===== src/rtl/log_record_parser_crc_check_top_defines.svh =====
// Assertion macros for the log record parser.
// Each macro expects clk_i, and LRP_ASSERT also rst_ni, in the scope where it is used.
`ifndef LOG_RECORD_PARSER_CRC_CHECK_TOP_DEFINES_SVH
`define LOG_RECORD_PARSER_CRC_CHECK_TOP_DEFINES_SVH

`ifndef SYNTHESIS
// Property checked on every clock edge outside of reset.
`define LRP_ASSERT(lbl, prop, msg) \
  lbl: assert property (@(posedge clk_i) disable iff (!rst_ni) prop) else $error(msg);
// Property checked on every clock edge, reset included.
`define LRP_ASSERT_ALWAYS(lbl, prop, msg) \
  lbl: assert property (@(posedge clk_i) prop) else $error(msg);
`else
`define LRP_ASSERT(lbl, prop, msg)
`define LRP_ASSERT_ALWAYS(lbl, prop, msg)
`endif

`endif


===== src/rtl/lrp_crc_pkg.sv =====
`timescale 1ns / 1ps

package lrp_crc_pkg;

  // Record parsing phases, one-hot.
  typedef enum logic [6:0] {
    PH_SEQ  = 7'b0000001,
    PH_OP   = 7'b0000010,
    PH_KLEN = 7'b0000100,
    PH_KEY  = 7'b0001000,
    PH_VLEN = 7'b0010000,
    PH_VAL  = 7'b0100000,
    PH_CRC  = 7'b1000000
  } phase_e;

  // Result kinds.
  localparam logic [1:0] KIND_KEY    = 2'd0;
  localparam logic [1:0] KIND_VALUE  = 2'd1;
  localparam logic [1:0] KIND_STATUS = 2'd2;

  // Record status codes.
  localparam logic [2:0] ST_OK         = 3'd0;
  localparam logic [2:0] ST_SHORT_HDR  = 3'd1;
  localparam logic [2:0] ST_SHORT_KEY  = 3'd2;
  localparam logic [2:0] ST_SHORT_REC  = 3'd3;
  localparam logic [2:0] ST_CRC_ERROR  = 3'd4;

  // Field sizes and CRC constants.
  localparam logic [4:0]  FIXED_BYTES = 5'd21;
  localparam logic [31:0] SEQ_BYTES   = 32'd8;
  localparam logic [31:0] LEN_BYTES   = 32'd4;
  localparam logic [31:0] CRC_POLY    = 32'hEDB88320;
  localparam logic [31:0] CRC_INIT    = 32'hFFFFFFFF;

  // Default depth of the result queue.
  localparam int unsigned LRP_FIFO_DEPTH = 4;

  localparam int unsigned TDATA_W = 152;

  // One result beat.
  typedef struct packed {
    logic [1:0]  kind;
    logic [7:0]  data_byte;
    logic [63:0] seq_num;
    logic [7:0]  op_code;
    logic [31:0] key_len;
    logic [31:0] val_len;
    logic [2:0]  status;
    logic        last;
  } result_t;

  // Results produced by the parser for one accepted byte.
  typedef struct packed {
    logic    data_vld;
    logic    stat_vld;
    result_t data_res;
    result_t stat_res;
  } parse_res_t;

  // Reflected CRC-32 update over one byte.
  function automatic logic [31:0] crc_byte(input logic [31:0] crc_in, input logic [7:0] b);
    logic [31:0] r;
    r = crc_in ^ {24'd0, b};
    for (int i = 0; i < 8; i++) begin
      r = r[0] ? ((r >> 1) ^ CRC_POLY) : (r >> 1);
    end
    return r;
  endfunction

endpackage


===== src/rtl/lrp_crc_parser.sv =====
`timescale 1ns / 1ps
`include "log_record_parser_crc_check_top_defines.svh"

module lrp_crc_parser (
  input  logic                   clk_i,
  input  logic                   rst_ni,
  input  logic                   in_vld_i,
  input  logic [7:0]             in_byte_i,
  input  logic                   in_eob_i,
  output lrp_crc_pkg::parse_res_t res_o
);
  import lrp_crc_pkg::*;

  phase_e      phase_q, phase_d;
  logic [31:0] fcnt_q, fcnt_d;
  logic [4:0]  bytes_seen_q, bytes_seen_d;
  logic [63:0] seq_q, seq_d;
  logic [7:0]  op_q, op_d;
  logic [31:0] klen_q, klen_d;
  logic [31:0] vlen_q, vlen_d;
  logic [31:0] crc_q, crc_d;
  logic [31:0] stored_q, stored_d;

  logic [31:0] crc_upd;
  logic [31:0] fcnt_inc;
  logic        done;
  logic        emit_data;
  logic [1:0]  data_kind;
  logic [2:0]  st;

  // Field decode and state update for one byte.
  always_comb begin
    phase_d      = phase_q;
    fcnt_d       = fcnt_q;
    seq_d        = seq_q;
    op_d         = op_q;
    klen_d       = klen_q;
    vlen_d       = vlen_q;
    crc_d        = crc_q;
    stored_d     = stored_q;
    done         = 1'b0;
    emit_data    = 1'b0;
    data_kind    = KIND_KEY;
    crc_upd      = crc_byte(crc_q, in_byte_i);
    fcnt_inc     = fcnt_q + 32'd1;
    bytes_seen_d = (bytes_seen_q < FIXED_BYTES) ? bytes_seen_q + 5'd1 : bytes_seen_q;

    case (phase_q)
      PH_OP: begin
        crc_d   = crc_upd;
        op_d    = in_byte_i;
        phase_d = PH_KLEN;
        fcnt_d  = 32'd0;
      end
      PH_KLEN: begin
        crc_d  = crc_upd;
        klen_d = {klen_q[23:0], in_byte_i};
        fcnt_d = fcnt_inc;
        if (fcnt_inc >= LEN_BYTES) begin
          fcnt_d  = 32'd0;
          phase_d = (klen_d != 32'd0) ? PH_KEY : PH_VLEN;
        end
      end
      PH_KEY: begin
        crc_d     = crc_upd;
        emit_data = 1'b1;
        data_kind = KIND_KEY;
        fcnt_d    = fcnt_inc;
        if (fcnt_inc >= klen_q) begin
          fcnt_d  = 32'd0;
          phase_d = PH_VLEN;
        end
      end
      PH_VLEN: begin
        crc_d  = crc_upd;
        vlen_d = {vlen_q[23:0], in_byte_i};
        fcnt_d = fcnt_inc;
        if (fcnt_inc >= LEN_BYTES) begin
          fcnt_d  = 32'd0;
          phase_d = (vlen_d != 32'd0) ? PH_VAL : PH_CRC;
        end
      end
      PH_VAL: begin
        crc_d     = crc_upd;
        emit_data = 1'b1;
        data_kind = KIND_VALUE;
        fcnt_d    = fcnt_inc;
        if (fcnt_inc >= vlen_q) begin
          fcnt_d  = 32'd0;
          phase_d = PH_CRC;
        end
      end
      PH_CRC: begin
        stored_d = {stored_q[23:0], in_byte_i};
        fcnt_d   = fcnt_inc;
        done     = (fcnt_inc >= LEN_BYTES);
      end
      default: begin
        // Sequence number field; an unknown phase code is handled the same way.
        crc_d  = crc_upd;
        seq_d  = {seq_q[55:0], in_byte_i};
        fcnt_d = fcnt_inc;
        if (fcnt_inc >= SEQ_BYTES) begin
          fcnt_d  = 32'd0;
          phase_d = PH_OP;
        end else begin
          phase_d = PH_SEQ;
        end
      end
    endcase

    // Status code of a finished or cut-off record.
    if (done) begin
      st = ((crc_q ^ CRC_INIT) == stored_d) ? ST_OK : ST_CRC_ERROR;
    end else if (bytes_seen_d < FIXED_BYTES) begin
      st = ST_SHORT_HDR;
    end else if (!(phase_d == PH_VAL || phase_d == PH_CRC)) begin
      st = ST_SHORT_KEY;
    end else begin
      st = ST_SHORT_REC;
    end

    res_o.data_vld           = in_vld_i & emit_data;
    res_o.stat_vld           = in_vld_i & (done | in_eob_i);
    res_o.data_res           = '0;
    res_o.data_res.kind      = data_kind;
    res_o.data_res.data_byte = in_byte_i;
    res_o.data_res.last      = ~(done | in_eob_i);
    res_o.stat_res           = '0;
    res_o.stat_res.kind      = KIND_STATUS;
    res_o.stat_res.seq_num   = seq_d;
    res_o.stat_res.op_code   = op_d;
    res_o.stat_res.key_len   = klen_d;
    res_o.stat_res.val_len   = vlen_d;
    res_o.stat_res.status    = st;
    res_o.stat_res.last      = 1'b1;

    // Any status closes the record and restarts the parser.
    if (done || in_eob_i) begin
      phase_d      = PH_SEQ;
      fcnt_d       = 32'd0;
      bytes_seen_d = 5'd0;
      seq_d        = 64'd0;
      op_d         = 8'd0;
      klen_d       = 32'd0;
      vlen_d       = 32'd0;
      crc_d        = CRC_INIT;
      stored_d     = 32'd0;
    end
  end

  // Parser state, updated once per accepted beat.
  always_ff @(posedge clk_i or negedge rst_ni) begin
    if (!rst_ni) begin
      phase_q      <= PH_SEQ;
      fcnt_q       <= 32'd0;
      bytes_seen_q <= 5'd0;
      seq_q        <= 64'd0;
      op_q         <= 8'd0;
      klen_q       <= 32'd0;
      vlen_q       <= 32'd0;
      crc_q        <= CRC_INIT;
      stored_q     <= 32'd0;
    end else if (in_vld_i) begin
      phase_q      <= phase_d;
      fcnt_q       <= fcnt_d;
      bytes_seen_q <= bytes_seen_d;
      seq_q        <= seq_d;
      op_q         <= op_d;
      klen_q       <= klen_d;
      vlen_q       <= vlen_d;
      crc_q        <= crc_d;
      stored_q     <= stored_d;
    end
  end

  `LRP_ASSERT(a_bytes_seen_sat, bytes_seen_q <= FIXED_BYTES, "byte count passed its limit")
  `LRP_ASSERT(a_restart_after_status, res_o.stat_vld |=> (phase_q == PH_SEQ) && (crc_q == CRC_INIT), "parser did not restart after status")
  `LRP_ASSERT(a_data_phase, res_o.data_vld |-> (phase_q == PH_KEY || phase_q == PH_VAL), "data beat outside key or value field")

endmodule


===== src/rtl/log_record_parser_crc_check_top.sv =====
`timescale 1ns / 1ps
`include "log_record_parser_crc_check_top_defines.svh"
// Channel  | Dir | Fields
// s_axis   | in  | tdata: in_byte[7:0]; tlast: end_of_buffer
// m_axis   | out | tuser: out_kind; tdata: data_byte, sequence_number, op_code,
//          |     |   key_length, value_length, status; tlast: last
//
// One input byte is accepted per cycle while input ready is high; its results
// are written into a result queue at the accepting edge, so the first result is
// visible in the next cycle. A byte that yields both a key/value beat and a
// status beat adds two queue entries; the queue depth sets how much is absorbed.
// Input ready drops while fewer than two queue entries are free.
// Reset is asynchronous, active low, and clears the parser and the queue.

module log_record_parser_crc_check_top #(
  parameter int unsigned FifoDepth = lrp_crc_pkg::LRP_FIFO_DEPTH
) (
  input  logic                              clk_i,
  input  logic                              rst_ni,
  input  logic                              s_axis_tvalid_i,
  output logic                              s_axis_tready_o,
  input  logic [7:0]                        s_axis_tdata_i,  // [7:0] in_byte
  input  logic                              s_axis_tlast_i,
  output logic                              m_axis_tvalid_o,
  input  logic                              m_axis_tready_i,
  // [7:0] data_byte, [71:8] sequence_number, [79:72] op_code,
  // [111:80] key_length, [143:112] value_length, [146:144] status, rest zero
  output logic [lrp_crc_pkg::TDATA_W-1:0]   m_axis_tdata_o,
  output logic [1:0]                        m_axis_tuser_o,  // [1:0] out_kind
  output logic                              m_axis_tlast_o
);
  import lrp_crc_pkg::*;

  localparam int unsigned AW = (FifoDepth > 1) ? $clog2(FifoDepth) : 1;
  localparam int unsigned CW = $clog2(FifoDepth + 1);

  parse_res_t      par;
  logic            in_acc;
  logic            out_acc;
  result_t         fifo_q [FifoDepth];
  logic [AW-1:0]   wr_ptr_q, wr_ptr_d, rd_ptr_q, rd_ptr_d;
  logic [AW-1:0]   wr_ptr_nxt;
  logic [CW-1:0]   cnt_q, cnt_d;
  logic [1:0]      push_n;
  result_t         first_res;
  result_t         head;

  function automatic logic [AW-1:0] ptr_inc(input logic [AW-1:0] p);
    return (p == AW'(FifoDepth - 1)) ? '0 : p + AW'(1);
  endfunction

  assign s_axis_tready_o = (cnt_q <= CW'(FifoDepth - 2));
  assign in_acc          = s_axis_tvalid_i & s_axis_tready_o;
  assign out_acc         = m_axis_tvalid_o & m_axis_tready_i;

  lrp_crc_parser u_parser (
    .clk_i     (clk_i),
    .rst_ni    (rst_ni),
    .in_vld_i  (in_acc),
    .in_byte_i (s_axis_tdata_i),
    .in_eob_i  (s_axis_tlast_i),
    .res_o     (par)
  );

  // Queue write side: up to two results per accepted beat.
  always_comb begin
    push_n     = {1'b0, par.data_vld} + {1'b0, par.stat_vld};
    first_res  = par.data_vld ? par.data_res : par.stat_res;
    wr_ptr_nxt = ptr_inc(wr_ptr_q);
    case (push_n)
      2'd1:    wr_ptr_d = wr_ptr_nxt;
      2'd2:    wr_ptr_d = ptr_inc(wr_ptr_nxt);
      default: wr_ptr_d = wr_ptr_q;
    endcase
    rd_ptr_d = out_acc ? ptr_inc(rd_ptr_q) : rd_ptr_q;
    cnt_d    = cnt_q + CW'(push_n) - CW'(out_acc);
  end

  always_ff @(posedge clk_i) begin
    if (push_n != 2'd0) begin
      fifo_q[wr_ptr_q] <= first_res;
    end
    if (push_n == 2'd2) begin
      fifo_q[wr_ptr_nxt] <= par.stat_res;
    end
  end

  // Queue pointers and fill count.
  always_ff @(posedge clk_i or negedge rst_ni) begin
    if (!rst_ni) begin
      wr_ptr_q <= '0;
      rd_ptr_q <= '0;
      cnt_q    <= '0;
    end else begin
      wr_ptr_q <= wr_ptr_d;
      rd_ptr_q <= rd_ptr_d;
      cnt_q    <= cnt_d;
    end
  end

  // Output beat from the queue head.
  assign head            = fifo_q[rd_ptr_q];
  assign m_axis_tvalid_o = (cnt_q != '0);
  assign m_axis_tuser_o  = head.kind;
  assign m_axis_tlast_o  = head.last;
  assign m_axis_tdata_o  = {5'd0, head.status, head.val_len, head.key_len,
                            head.op_code, head.seq_num, head.data_byte};

  `LRP_ASSERT(a_cnt_bound, cnt_q <= CW'(FifoDepth), "result queue overflow")
  `LRP_ASSERT(a_status_last, out_acc && (m_axis_tuser_o == KIND_STATUS) |-> m_axis_tlast_o, "status beat without last")
  `LRP_ASSERT(a_kind_legal, m_axis_tvalid_o |-> (m_axis_tuser_o == KIND_KEY || m_axis_tuser_o == KIND_VALUE || m_axis_tuser_o == KIND_STATUS), "illegal result kind")
  `LRP_ASSERT(a_no_push_when_full, (push_n != 2'd0) |-> (cnt_q <= CW'(FifoDepth - 2)), "result pushed without queue space")

endmodule


===== config.mk =====
export PLATFORM = sky130hd
export DESIGN_NAME = log_record_parser_crc_check_top
export DESIGN_NICKNAME = d
export VERILOG_FILES = /design/src/rtl/lrp_crc_pkg.sv /design/src/rtl/lrp_crc_parser.sv /design/src/rtl/log_record_parser_crc_check_top.sv
export VERILOG_INCLUDE_DIRS = /design/src /design/src/rtl
export SDC_FILE = /design/constraint.sdc
export NUM_CORES = 1
export LEC_CHECK = 0
export BUFFER_PORTS_ARGS = -buffer_cell sky130_fd_sc_hd__buf_4
export CORE_ASPECT_RATIO = 1.4
export CORE_UTILIZATION = 27
export CTS_CLUSTER_DIAMETER = 120
export DETAILED_ROUTE_END_ITERATION = 16
export GPL_TIMING_DRIVEN = 0
export SYNTH_ARGS = -nofsm -noshare
export SYNTH_HDL_FRONTEND = slang
export SYNTH_SLANG_ARGS = --single-unit

===== constraint.sdc =====
create_clock -name clk_i -period 10.6 [get_ports clk_i]
set_input_delay 0.53 -clock clk_i [delete_from_list [all_inputs] [get_ports clk_i]]
set_output_delay 0.53 -clock clk_i [all_outputs]
set_load 0.01 [all_outputs]

After elaboration in Yosys (flattened, before gate mapping)
Memory sizes are Yosys's and may differ from the RTL's. Index checks and enable logic that the tools add are counted.

Bits of input ports: 13. Memories kept: 1. Memory bits (writable): 600. Logic and storage cells: 123. Register bits: 251.

Memories: fifo_q (depth 4, bits a word 150, read ports 1, clocked after Yosys merged registers in 0, write ports 2, line log_record_parser_crc_check_top.sv:40) `result_t fifo_q [FifoDepth];`.

Reduce and logical (&&, ||, !) cells: 11. Add/subtract/negate cells: 8. $lt $le $gt $ge: 7. Equal/unequal tests: 15. Bitwise operators: 16. Multiplexer cells: 53.

Operator list (number): two-way mux 32 bit (21); case mux 32 bit (5 select lines) (1); two-way mux 150 bit (1); two-way mux 64 bit (2); NOT 13 -> 14 bit (8); >= comparator 32 bit (2); nonzero test 32 bit (2); two-way mux 7 bit (6); case mux 7 bit (6 select lines) (1); adder 32 x 1 -> 32 bit (second input constant) (1); == test 32 bit (1); >= comparator 32 x 3 -> 1 bit (second input constant) (1); >= comparator 32 x 4 -> 1 bit (second input constant) (1); NOT 32 bit (1); bitwise XOR 32 x 8 -> 32 bit (1); two-way mux 8 bit (2); two-way mux 5 bit (3); == test 7 x 6 -> 1 bit (second input constant) (2); == test 7 bit (second input constant) (2); < comparator 5 bit (second input constant) (2); two-way mux 3 bit (3); == test 2 bit (second input constant) (4); two-way mux 1 bit (8); two-way mux 2 bit (4); other kinds (22) (30).

Depth between registers and ports, before layout
Depth in word-level cells: 19. Mapped depth: 22. Depth with buffers taken out: 18.

Hierarchy
A second synthesis with hierarchy kept.

Cells, all modules: 3298. Area total of the unflattened synthesis: 46069.2 um^2.

By module, submodules not included: log_record_parser_crc_check_top (seq. area each 18192.4 um^2, times used 1, area each 29487.0 um^2, cells each 1520); lrp_crc_parser (seq. area each 6147.1 um^2, times used 1, area each 16582.2 um^2, cells each 1778).

Worst setup path before layout
No wires, ideal clock.

Kind: reg-to-reg. From: reg u_parser.fcnt_q[0]. To: mem fifo_q[1][0] (netlist name). Period minus slack after synthesis: 7.171 ns. Data required time: 10.531 ns. Setup slack: 3.429 ns. Stages on the path, launching flop included: 19. Arrival time: 7.101 ns. Path through: dfrtp_1 ha_1 clkbuf_1 nand4_1 or4_1 or4_1 o211ai_1 a211o_1 nor4_4 a21oi_2 o21ai_1 buf_2 buf_2 inv_1 ha_1 clkbuf_1 a21oi_1 inv_1 o32a_1.

RTL lines: start: declaration (line lrp_crc_parser.sv:15) `logic [31:0] fcnt_q, fcnt_d;`; start signal: assignment (line lrp_crc_parser.sv:166) `fcnt_q <= fcnt_d;`; end: declaration (line log_record_parser_crc_check_top.sv:40).

==> reports/metrics.yaml <==
rows: 166
max-slew-margin-rel_pct: 5.14
final_cell_mix: "643 x nor2_1, 556 x edfxtp_1, 218 x dfrtp_1, 187 x a22o_1, 179 x clkbuf_1"
yosysTopAreaCell: "edfxtp_1"
finalPower_mw: 11.0
io_buffers: 158
dp_hpwl_um: 83400
wl_um: 119000
crit_family: "simple AND/OR/NAND/NOR gates"
path_cells: "ha_1 > clkbuf_1 > nand4_1 > nor4_1 > nand2_1 > xnor2_1 > or4_4 > nor4_4 > a21oi_2 > o21ai_1 > buf_2 > buf_2 > ha_1 > nor2b_1 > a21boi_1 > clkbuf_1 > clkbuf_1 > nor2_1"
seq_area_frac_synth_pct: 60.2
final_antenna_net_count: 0
critPathSlowestCell: "clkbuf_1"
drt_first_pass_iters: 5
path_common_cell: "clkbuf_1"
ys_types: 75
dr_total_vias: 26306
gp_congestion: 0.907
area_delta_synth_final_pct: 16.3
worst_clock_skew_ns: 0.0466
crit_arrival_ns: 9.07
p_per_area_nw_per_um2: 239
final_util_pct: 31.6
tightestPinTransition_ns: 1.42
async_reset_ff_share_pct: 29.5
ys_warn_count: 0
ys_ff_latch: 851
synth_edf_count: 556
netlist.area_leader.share_pct: 42.1
status: "finished clean"
crit_path_end_kind: "flip-flop"
via_per_inst: 4.95
setup_tns_ns: 0
final_nets: 3406
layout-drive-gt1-share_pct: 15.7
grt_usage_pct: 15.9
cts_tree: "built"
grt_max_degree: 112
grt_pass1_vias: 26878
syn_inst: 3064
cts_buffer_depth: 3
clk_latency_ns: 0.68
net-switching-power_mw: 3.88
synthTopCellsByArea: "edfxtp_1 42%, dfrtp_1 14%, mux4_2 8.5%"
crit_path_max_incr_delay_ns: 1.11
p_int_mw: 7.17
swShare_pct: 35.1
cts.htree.levels: 3
clockPowerShare_pct: 26.6
io_pins: 170
whs_ns: 0.395
dpl_cell_area_sq_um: 43500
pwr-share-comb_pct: 34.9
maxSlewViolCount: 0
clkTransAtPathRegs_ns: 0.07
antenna_found_initial: 7
setup-violations-final: 0
avgSynthCellArea_sq_um: 13.0
rsz0062_at_grt: "false"
die_x_um: 326
critPathBufInv: 5
peakVddDrop_v: 0.000145
cts_inserted_buffers: 78
core-area_sq_um: 146000
hold_class: "input pin to asynchronous set/reset pin"
period_minus_slack_ns: 8.68
drcViolationCount: 0
ys.flop_type: "edfxtp_1"
initial_core_util_pct: 27.2
drv_cap: 0
grt-ovfl-total: 0
seqPwrFrac_pct: 38.5
timing.fmax_ghz: 0.115
ctsRootBufferMaster: "clkbuf_16"
die_h_um: 456
power.leakage_nw: 16.6
final_common_cell: "nor2_1"
die-area_sq_um: 149000
fin_crit_sh_pct: 81.9
first_iter_violations: 2127
grt_pass1_wl_um: 178000
path_max_fanout: 11
netlist_area_sq_um: 39700
cts_resized: 0
cts.sink_count: 851
worstSetupPathType: "flip-flop to flip-flop"
critPathRequiredTime_ns: 10.99
start_kind: "flip-flop"
report.final.hold_viol_count: 0
fin_area_sq_um: 46100
wl_per_cell_um: 22.5
-- flip-flops by register name, summed over array words and instances, names as in the netlist --
| name | cells |
|---|---|
| u_parser.crc_q | 32 |
| rd_ptr_q | 2 |
| u_parser.stored_q | 32 |
| u_parser.seq_q | 64 |
| u_parser.fcnt_q | 32 |
| fifo_q | 600 |
| cnt_q | 3 |
| u_parser.bytes_seen_q | 5 |
| u_parser.op_q | 8 |
| u_parser.phase_q | 7 |
| u_parser.vlen_q | 32 |
| wr_ptr_q | 2 |
| u_parser.klen_q | 32 |
-- cell type report --
type / instances / area, sq um
fill: 14567 / 99900
sequential: 851 / 23900
timing repair buffer: 165 / 1370
clock inverter: 36 / 388
multi-input combinational: 1904 / 14500
tap: 1932 / 2420
clock buffer: 108 / 2230
antenna: 1 / 2.50
buffer: 221 / 927
inverter: 92 / 375
-- what timing repair did --
action                    CTS  global route
buffers inserted            0             0
hold buffers                1             0
hold endpoints to repair   24             0
-- stage by stage --
stage                     std cells  worst slack [ns]
after floorplan                3068              3.43
after global placement         5158             -1.09
after detailed placement       5164              2.13
after CTS                      5309              2.08
after global routing           5310              1.66
final                          5310              1.92
-- synth_stat cells (14+ instances only) --
cell	n
dfstp_2	33
xnor2_1	82
inv_1	91
nor3_1	26
nand3_1	27
dfrtp_1	218
nor4_1	41
a32o_1	36
ha_1	79
o31ai_1	14
mux2i_1	113
nor2_1	643
clkbuf_1	164
nand4_1	25
mux4_2	150
xor2_1	55
buf_1	22
buf_2	22
edfxtp_1	556
o21ai_0	22
a22o_1	187
o211ai_1	34
nand2_1	103
dfxtp_1	44
a21oi_1	88
a21o_1	27
-- worst reg2reg max path: cells and delay by family, from the launching register on --
kind,cells,cell delay (ns)
xor gates and xnor gates,1,0.35
and+or+nand+nor,7,2.90
buffers and inverters,5,2.55
DFF,1,0.49
adders and majority gates,2,0.52
AOI/OAI and AO/OA,3,1.61
-- power groups by stage --
stage	registers (mW)	logic, mW	clock network, mW
3_3_place_gp	4.34	3.86	0
6_report	4.25	3.85	2.94
3_5_place_dp	4.31	3.90	0
2_1_floorplan	4.21	2.46	0
4_1_cts	4.25	3.91	2.98
5_1_grt	4.29	4.13	3.11
-- layer usage --
metal	share of wire, %	vias to the layer above	global-route usage [%]
met3	5.0	233	2.17
met4	4.6	8	7.14
li1	-	11853	-
met1	38	13397	18.7
met2	52	815	28.5
met5	0.043	-	0
-- cell families (layout without fill, tap and decap cells) --
logic type	after synthesis	count (layout)	share of synthesized area (%)
DFF	851	851	60.2
AOI/OAI and AO/OA	473	473	9.32
adders and majority gates	80	80	2.54
buffers and inverters	313	622	3.20
muxes	265	265	11.4
and+or+nand+nor	944	944	10.3
xor gates and xnor gates	137	137	3.02
other	1	6	0.00945
-- final timing paths --
path	from	end	slack (ns)	cells past startpoint
setup reg to reg	u_parser.fcnt_q[0]	fifo_q[0][121]	1.92	18
max in group asynchronous	rst_ni	u_parser.vlen_q[30]	9.17	3
hold / removal	rst_ni	cnt_q[0]	0.39	2
min in group clk_i	m_axis_tready_i	rd_ptr_q[0]	0.41	3
hold reg to reg	fifo_q[2][149]	fifo_q[2][149]	0.45	2
setup / recovery	u_parser.fcnt_q[0]	fifo_q[0][121]	1.92	18
Power figures use the tool's default switching activity.
